### src/assert_macros.svh
// Assertion macros shared by the RTL of the deadline-ordered task queue.
`ifndef ASSERT_MACROS_SVH
`define ASSERT_MACROS_SVH

// Flag any clock edge, outside reset, at which expr holds.
`define ASSERT_NEVER(lbl, clk, rst_n, expr) \
	lbl: assert property (@(posedge clk) disable iff (!rst_n) !(expr)) \
		else $error("never-condition violated");

// Same-cycle implication: whenever ante holds, cons must hold too.
`define ASSERT_IMPLIES(lbl, clk, rst_n, ante, cons) \
	lbl: assert property (@(posedge clk) disable iff (!rst_n) (ante) |-> (cons)) \
		else $error("implication violated");

// Next-cycle implication: when ante holds, cons must hold in the next cycle.
`define ASSERT_NEXT(lbl, clk, rst_n, ante, cons) \
	lbl: assert property (@(posedge clk) disable iff (!rst_n) (ante) |=> (cons)) \
		else $error("next-cycle implication violated");

`endif

### src/dotq_pkg.sv
// Shared types and constants of the deadline-ordered task queue.
`timescale 1ns / 1ps

package dotq_pkg;

	localparam int CAPACITY      = 16;
	localparam int DEADLINE_BITS = 32;
	localparam int CNT_W         = $clog2(CAPACITY + 1);

	localparam int CMD_W      = 2;
	localparam int TID_W      = 8;
	localparam int DL_FIELD_W = 32;
	localparam int STATUS_W   = 2;
	localparam int OCC_W      = 5;

	typedef enum logic [CMD_W-1:0] {
		CMD_INSERT    = 2'd0,
		CMD_PUSH_HEAD = 2'd1,
		CMD_PUSH_TAIL = 2'd2,
		CMD_POP       = 2'd3
	} cmd_t;

	typedef enum logic [STATUS_W-1:0] {
		ST_DONE  = 2'd0,
		ST_EMPTY = 2'd1,
		ST_FULL  = 2'd2
	} status_t;

	typedef enum logic [1:0] {
		ACT_HOLD = 2'd0,
		ACT_NEW  = 2'd1,
		ACT_PREV = 2'd2,
		ACT_NEXT = 2'd3
	} cell_act_t;

	typedef struct packed {
		logic      valid;
		cell_act_t act;
	} cell_ctl_t;

endpackage

### src/dotq_cell.sv
// One slot of the queue: holds an entry, compares it, shifts with its neighbours.
`timescale 1ns / 1ps

module dotq_cell (
	input  logic                                  clk,
	input  dotq_pkg::cell_ctl_t                   ctl,
	input  logic [dotq_pkg::DEADLINE_BITS-1:0]    cmp_deadline,
	input  logic [dotq_pkg::DEADLINE_BITS-1:0]    new_deadline,
	input  logic [dotq_pkg::TID_W-1:0]            new_tid,
	input  logic [dotq_pkg::DEADLINE_BITS-1:0]    prev_deadline,
	input  logic [dotq_pkg::TID_W-1:0]            prev_tid,
	input  logic [dotq_pkg::DEADLINE_BITS-1:0]    next_deadline,
	input  logic [dotq_pkg::TID_W-1:0]            next_tid,
	output logic [dotq_pkg::DEADLINE_BITS-1:0]    slot_deadline,
	output logic [dotq_pkg::TID_W-1:0]            slot_tid,
	output logic                                  lt
);

	logic [dotq_pkg::DEADLINE_BITS-1:0] deadline_q;
	logic [dotq_pkg::TID_W-1:0]         tid_q;

	// Payload only: no reset.
	always_ff @(posedge clk) begin
		unique case (ctl.act)
			dotq_pkg::ACT_HOLD: begin
				deadline_q <= deadline_q;
				tid_q      <= tid_q;
			end
			dotq_pkg::ACT_NEW: begin
				deadline_q <= new_deadline;
				tid_q      <= new_tid;
			end
			dotq_pkg::ACT_PREV: begin
				deadline_q <= prev_deadline;
				tid_q      <= prev_tid;
			end
			dotq_pkg::ACT_NEXT: begin
				deadline_q <= next_deadline;
				tid_q      <= next_tid;
			end
			default: begin
				deadline_q <= deadline_q;
				tid_q      <= tid_q;
			end
		endcase
	end

	// Occupied slot whose deadline is strictly earlier than the candidate.
	assign lt            = ctl.valid & (deadline_q < cmp_deadline);
	assign slot_deadline = deadline_q;
	assign slot_tid      = tid_q;

endmodule

### src/deadline_ordered_task_queue_unit.sv
// Top level of the deadline-ordered task queue: control, count and the row of slot cells.
`timescale 1ns / 1ps
`include "assert_macros.svh"

//  channel  | handshake               | payload
//  ---------+-------------------------+--------------------------------------------------
//  command  | start in, busy out      | command, task_id, deadline
//  result   | done out (one cycle)    | popped_task_id, popped_deadline, status, occupancy
//
//  The accepting edge latches the command and registers the per-slot ordering
//  decision from the compare in each cell; the next edge shifts the cell row and
//  registers the result. No new command is taken while busy is high, so the row
//  has shifted for one command before the next one is accepted.
//  The result strobe, done, is high for one cycle; the receiver cannot stall.
//  Reset clears the entry count and the control state; slot contents are left
//  as they are and are only ever read below the count.

module deadline_ordered_task_queue_unit (
	input  logic                                clk,
	input  logic                                arst_n,
	input  logic                                start,
	output logic                                busy,
	input  logic [dotq_pkg::CMD_W-1:0]          command,
	input  logic [dotq_pkg::TID_W-1:0]          task_id,
	input  logic [dotq_pkg::DL_FIELD_W-1:0]     deadline,
	output logic                                done,
	output logic [dotq_pkg::TID_W-1:0]          popped_task_id,
	output logic [dotq_pkg::DL_FIELD_W-1:0]     popped_deadline,
	output logic [dotq_pkg::STATUS_W-1:0]       status,
	output logic [dotq_pkg::OCC_W-1:0]          occupancy
);

	localparam int CAP = dotq_pkg::CAPACITY;
	localparam int DW  = dotq_pkg::DEADLINE_BITS;
	localparam int CW  = dotq_pkg::CNT_W;

	// Control state.
	logic                     busy_q;
	logic                     done_q;
	logic [CW-1:0]            count_q;
	logic [CW-1:0]            count_d;

	// Latched transaction.
	dotq_pkg::cmd_t           cmd_s1;
	logic [dotq_pkg::TID_W-1:0] tid_s1;
	logic [DW-1:0]            dl_s1;
	logic [CAP-1:0]           before_s1;

	// Result registers.
	logic [dotq_pkg::TID_W-1:0]      pop_tid_q;
	logic [DW-1:0]                   pop_dl_q;
	dotq_pkg::status_t               status_q;

	logic                     accept;
	logic [DW-1:0]            dl_in;
	logic [CAP-1:0]           slot_valid;
	logic [CAP-1:0]           slot_lt;
	logic [CAP-1:0]           above;
	logic [CAP-1:0]           before_d;
	logic                     q_empty;
	logic                     q_full;
	logic                     do_pop;
	logic                     do_insert;

	logic [DW-1:0]                   cell_dl  [CAP];
	logic [dotq_pkg::TID_W-1:0]      cell_tid [CAP];
	dotq_pkg::cell_ctl_t             cell_ctl [CAP];

	assign accept  = start & ~busy_q;
	assign dl_in   = DW'(deadline);
	assign q_empty = (count_q == '0);
	assign q_full  = (count_q == CW'(CAP));

	// Slot k is occupied when it lies below the count; above[k] says some
	// occupied slot at or behind k holds an earlier deadline, so the new
	// entry lands behind slot k.
	for (genvar k = 0; k < CAP; k++) begin : g_order
		assign slot_valid[k] = (count_q > CW'(k));
		assign above[k]      = |(slot_lt >> k);
	end

	// Decide which slots stay put ahead of the insertion point.
	always_comb begin
		unique case (dotq_pkg::cmd_t'(command))
			dotq_pkg::CMD_INSERT:    before_d = above;
			dotq_pkg::CMD_PUSH_HEAD: before_d = '0;
			dotq_pkg::CMD_PUSH_TAIL: before_d = slot_valid;
			dotq_pkg::CMD_POP:       before_d = '0;
			default:                 before_d = '0;
		endcase
	end

	assign do_pop    = busy_q & (cmd_s1 == dotq_pkg::CMD_POP) & ~q_empty;
	assign do_insert = busy_q & (cmd_s1 != dotq_pkg::CMD_POP) & ~q_full;

	// Per-cell action: drop the head on pop, open a gap on insert.
	for (genvar k = 0; k < CAP; k++) begin : g_ctl
		logic first_free;
		if (k == 0) begin : g_head
			assign first_free = 1'b1;
		end else begin : g_body
			assign first_free = before_s1[k-1];
		end

		always_comb begin
			cell_ctl[k].valid = slot_valid[k];
			priority if (do_pop) begin
				cell_ctl[k].act = dotq_pkg::ACT_NEXT;
			end else if (do_insert && before_s1[k]) begin
				cell_ctl[k].act = dotq_pkg::ACT_HOLD;
			end else if (do_insert && first_free) begin
				cell_ctl[k].act = dotq_pkg::ACT_NEW;
			end else if (do_insert) begin
				cell_ctl[k].act = dotq_pkg::ACT_PREV;
			end else begin
				cell_ctl[k].act = dotq_pkg::ACT_HOLD;
			end
		end
	end

	// The row of cells; the ends reuse their own contents as neighbours.
	for (genvar k = 0; k < CAP; k++) begin : g_cell
		logic [DW-1:0]              prev_dl;
		logic [dotq_pkg::TID_W-1:0] prev_tid;
		logic [DW-1:0]              next_dl;
		logic [dotq_pkg::TID_W-1:0] next_tid;

		if (k == 0) begin : g_first
			assign prev_dl  = cell_dl[k];
			assign prev_tid = cell_tid[k];
		end else begin : g_mid_prev
			assign prev_dl  = cell_dl[k-1];
			assign prev_tid = cell_tid[k-1];
		end

		if (k == CAP - 1) begin : g_last
			assign next_dl  = cell_dl[k];
			assign next_tid = cell_tid[k];
		end else begin : g_mid_next
			assign next_dl  = cell_dl[k+1];
			assign next_tid = cell_tid[k+1];
		end

		dotq_cell u_cell (
			.clk           (clk),
			.ctl           (cell_ctl[k]),
			.cmp_deadline  (dl_in),
			.new_deadline  (dl_s1),
			.new_tid       (tid_s1),
			.prev_deadline (prev_dl),
			.prev_tid      (prev_tid),
			.next_deadline (next_dl),
			.next_tid      (next_tid),
			.slot_deadline (cell_dl[k]),
			.slot_tid      (cell_tid[k]),
			.lt            (slot_lt[k])
		);
	end

	// Entry count after the latched command.
	always_comb begin
		priority if (do_pop) begin
			count_d = count_q - CW'(1);
		end else if (do_insert) begin
			count_d = count_q + CW'(1);
		end else begin
			count_d = count_q;
		end
	end

	// Latch the transaction and the ordering decision on acceptance.
	always_ff @(posedge clk) begin
		if (accept) begin
			cmd_s1    <= dotq_pkg::cmd_t'(command);
			tid_s1    <= task_id;
			dl_s1     <= dl_in;
			before_s1 <= before_d;
		end
	end

	// Control: busy for the cycle after acceptance, strobe the result next.
	always_ff @(posedge clk or negedge arst_n) begin
		if (!arst_n) begin
			busy_q  <= 1'b0;
			done_q  <= 1'b0;
			count_q <= '0;
		end else begin
			busy_q  <= accept;
			done_q  <= busy_q;
			count_q <= count_d;
		end
	end

	// Result payload: popped entry or zeros, plus status.
	always_ff @(posedge clk) begin
		if (busy_q) begin
			if (do_pop) begin
				pop_tid_q <= cell_tid[0];
				pop_dl_q  <= cell_dl[0];
			end else begin
				pop_tid_q <= '0;
				pop_dl_q  <= '0;
			end
			priority if (cmd_s1 == dotq_pkg::CMD_POP && q_empty) begin
				status_q <= dotq_pkg::ST_EMPTY;
			end else if (cmd_s1 != dotq_pkg::CMD_POP && q_full) begin
				status_q <= dotq_pkg::ST_FULL;
			end else begin
				status_q <= dotq_pkg::ST_DONE;
			end
		end
	end

	assign busy            = busy_q;
	assign done            = done_q;
	assign popped_task_id  = pop_tid_q;
	assign popped_deadline = dotq_pkg::DL_FIELD_W'(pop_dl_q);
	assign status          = status_q;
	assign occupancy       = dotq_pkg::OCC_W'(count_q);

	// Checks on the sequencing and on the count.
	`ASSERT_NEVER(a_busy_and_done, clk, arst_n, busy_q && done_q)
	`ASSERT_NEVER(a_count_bound, clk, arst_n, count_q > CW'(CAP))
	`ASSERT_NEXT(a_accept_then_busy, clk, arst_n, accept, busy_q && !done_q)
	`ASSERT_IMPLIES(a_empty_status, clk, arst_n, done_q && status_q == dotq_pkg::ST_EMPTY, count_q == '0)
	`ASSERT_IMPLIES(a_full_status, clk, arst_n, done_q && status_q == dotq_pkg::ST_FULL, count_q == CW'(CAP))

endmodule
### config.mk
export PLATFORM = sky130hd
export DESIGN_NAME = deadline_ordered_task_queue_unit
export DESIGN_NICKNAME = d
export VERILOG_FILES = /design/src/dotq_pkg.sv /design/src/dotq_cell.sv /design/src/deadline_ordered_task_queue_unit.sv
export VERILOG_INCLUDE_DIRS = /design/src /design/src/src
export SDC_FILE = /design/constraint.sdc
export NUM_CORES = 2
export LEC_CHECK = 0
export BUFFER_PORTS_ARGS = -buffer_cell sky130_fd_sc_hd__buf_2
export CAP_MARGIN = 5
export CORE_MARGIN = 2
export CORE_UTILIZATION = 60
export CTS_BUF_LIST = sky130_fd_sc_hd__clkbuf_8
export DETAILED_ROUTE_END_ITERATION = 16
export PLACE_DENSITY_LB_ADDON = 0.12
export SYNTH_ARGS = -nofsm -noshare
export SYNTH_HDL_FRONTEND = slang
export SYNTH_HIERARCHICAL = 1
export SYNTH_SLANG_ARGS = --single-unit
### constraint.sdc
create_clock -name clk -period 4.5 [get_ports clk]
set_input_delay 0.9 -clock clk [delete_from_list [all_inputs] [get_ports clk]]
set_output_delay 0.9 -clock clk [all_outputs]
set_load 0.05 [all_outputs]
==> flow_summary.json <==
{
  "avgViaCountPerCell": 5.81,
  "final_cell_mix": "821 x a21oi_1, 740 x edfxtp_1, 723 x nor2_1",
  "cp.arrival_ns": 4.19,
  "crit_path_max_incr_delay_ns": 0.90,
  "synth.area.mux_share_pct": 13.0,
  "drt_iter0_markers": 2313,
  "grt_max_degree": 83,
  "synth_top_family_by_area": "compound AO/OA/AOI/OAI gates",
  "syn_area_um2": 49400,
  "fillers": 6521,
  "ioPinCount": 94,
  "synthSimpleGateAreaFrac_pct": 9.17,
  "crit_chain": "inv_1 > ha_1 > or4b_1 > nand4_4 > buf_4 > o31ai_4 > or2_2",
  "die_h_um": 291,
  "status": "completed",
  "cts_tree": "yes",
  "grt_pass1_vias": 36011,
  "syn_nets": 5408,
  "cap_violations": 0,
  "whs_ns": 0.267,
  "ys_ff_latch": 747,
  "drcViolationCount": 0,
  "clk_root_buffer_cell": "clkbuf_8",
  "drt-pass1-iter-count": 8,
  "layout-drive-gt1-share_pct": 8.77,
  "dpl.hpwl_mm": 94.6,
  "clk_latency_ns": 0.81,
  "period_minus_slack_ns": 3.78,
  "ff2ff_path_depth": 7,
  "crit_fanout": 40,
  "r2r-start": "occupancy[0]$_DFFE_PN0P_",
  "rsz0062_at_grt": "false",
  "vias": 35682,
  "slew_viol_final": 0,
  "fin_area_um2": 54200,
  "synth_edf_count": 740,
  "worstMarginPinSlew_ns": 1.13,
  "path_class": "flop to flop",
  "numPortBuffers": 93,
  "wl_per_cell_um": 20.5,
  "leakagePower_uw": 0.0226,
  "synth_area_per_cell_um2": 10.2,
  "hold_viol": 0,
  "antenna_found_initial": 1,
  "p_per_area_nw_per_um2": 381,
  "synth-adder-area-share_pct": 12.7,
  "worst-path-buf-inv": 2,
  "grt.total_usage_pct": 29.5,
  "start_util_pct": 60.4,
  "finalCritPeriodShare_pct": 84.0,
  "hold_depth": 1,
  "drt_wl_total_mm": 126,
  "path_clk_slew_ns": 0.06,
  "ys_async_sr_fraction_pct": 0.937,
  "crit_slowest_cell": "or2_2",
  "min_from": "task_id[1]",
  "synth_cells": 4861,
  "min_path_type": "primary input to flop",
  "yosysSeqAreaShare_pct": 45.3,
  "synth_xor_xnor_area_share_pct": 0.0532,
  "finalSetupViolCount": 0,
  "core_area_um2": 81800,
  "die-area_um2": 84600,
  "ant_nets": 0,
  "ys_warn_count": 6,
  "clock-sinks": 747,
  "area_growth_syn_to_layout_pct": 9.68,
  "placed_area_um2": 51700,
  "rrSetupSlack_ns": 0.72,
  "grt_pass1_wl_mm": 198,
  "critPathRequiredTime_ns": 4.91,
  "slew_headroom_pct": 24.4,
  "gr-total-overflow": 0,
  "h-tree-depth": 4,
  "synth_compound_area_share_pct": 13.7,
  "start_kind": "flop",
  "synth_flop_cell": "edfxtp_1",
  "cts-resized-gates": 0,
  "row_count": 105,
  "fin_nets": 5517,
  "vdd_ir_drop_max_mv": 0.316,
  "path_delay_family": "simple AND/OR/NAND/NOR gates",
  "final_common_cell": "a21oi_1",
  "numCtsBuffers": 136,
  "fmax_mhz": 264,
  "endpoint_kind": "flop",
  "skew_ns": 0.0253,
  "cts_buffer_depth": 3,
  "worstHoldEndpoint": "tid_s1[1]$_DFFE_PP_",
  "synth.distinct_cells": 53,
  "gp_congestion": 0.894,
  "die-width_um": 291,
  "r2r-end": "g_cell[8].u_cell/slot_deadline[3]$_DFFE_PP_"
}
-- timing repair --
| action | CTS | global route |
|---|---|---|
| setup endpoints to repair | 0 | 0 |
| hold buffers | 1 | 0 |
| endpoints found under the hold margin | 7 | 0 |
| setup buffers | 0 | 0 |
-- kinds of logic (layout without fill, tap and decap cells) --
family	count (synthesis)	count (layout)
compound gates	1167	1167
xor+xnor	3	3
fa+ha+maj	502	502
buf+inv	756	967
flops	747	747
mux	641	641
other cells	0	2
simple gates	1045	1045
-- per-layer routing --
metal	global-route usage (%)	vias to the layer above	routed length, µm
met4	11.2	0	4110
li1	-	17909	-
met3	3.86	250	5020
met1	35.4	16707	51900
met2	53.6	816	65000
met5	0	-	0
-- flip-flops by register name (all words and copies together), names as in the netlist --
name and flops:
before_s1 16, busy 1, cmd_s1 2, dl_s1 32, done 1, g_cell.u_cell/slot_deadline 512
g_cell.u_cell/slot_tid 128, occupancy 5, popped_deadline 32, popped_task_id 8, status 2, tid_s1 8
-- through the flow --
stage	setup slack, ns	TNS (ns)	cells	power (µW)	util, %
3_5_place_dp	-0.0409	-0.0409	5901	14600	63.2
6_report	0.719	0	6144	20700	66.2
4_1_cts	0.693	0	6142	20700	66.2
3_3_place_gp	0.0798	0	5901	14400	63.2
2_1_floorplan	0.0312	0	4861	12800	-
5_1_grt	0.494	0	6144	21700	66.2
-- worst max-delay path by stage --
| stage | depth (start not counted) | endpoint | slack, ns | startpoint |
|---|---|---|---|---|
| after floorplan | 1 | before_s1[0]$_DFFE_PP_ | 0.03 | busy$_DFF_PN0_ |
| after global placement | 13 | before_s1[0]$_DFFE_PP_ | 0.08 | deadline[2] |
| after detailed placement | 13 | before_s1[0]$_DFFE_PP_ | -0.04 | deadline[2] |
| after CTS | 7 | g_cell[8].u_cell/slot_deadline[5]$_DFFE_PP_ | 0.69 | occupancy[0]$_DFFE_PN0P_ |
| after global routing | 9 | g_cell[8].u_cell/slot_deadline[2]$_DFFE_PP_ | 0.49 | occupancy[1]$_DFFE_PN0P_ |
| final | 7 | g_cell[8].u_cell/slot_deadline[3]$_DFFE_PP_ | 0.72 | occupancy[0]$_DFFE_PN0P_ |
-- cells in the mapped netlist (all sizes together), types with 4 or more instances --
master / instances / area, µm²
nor2: 723 / 2710
o41ai: 15 / 131
inv: 513 / 1930
o31ai: 21 / 158
and2: 40 / 250
o21ai: 115 / 576
a21oi: 821 / 4110
or2: 16 / 100
a221oi: 5 / 43.8
buf: 78 / 423
nor2b: 32 / 200
nand2: 88 / 330
clkbuf: 164 / 616
nand4: 78 / 503
nor3: 10 / 50.1
a211oi: 52 / 400
a2111oi: 15 / 413
nor4: 19 / 125
mux2i: 641 / 6420
nand3: 4 / 20.0
o211ai: 15 / 113
edfxtp: 740 / 22200
a41oi: 16 / 140
nand2b: 22 / 138
ha: 502 / 6280
dfrtp: 7 / 175
a21o: 77 / 578
-- cell type report --
class                           instances  area [µm²]  share of cell area, %
Antenna cell                            2        5.00                0.00924
Clock buffer                          137        1890                   3.48
Clock inverter                        103         597                   1.10
Inverter                              514        1930                   3.57
Multi-Input combinational cell       3358       24400                   45.1
Sequential cell                       747       22400                   41.3
Tap cell                             1070        1340                   2.47
Timing Repair Buffer                  213        1580                   2.92
-- report_power, final --
group	total, µW	internal (µW)	switching, µW
combinational	4920	1890	3020
clock	6150	3140	3020
sequential	9580	8730	851
Power figures use the tool's default switching activity.
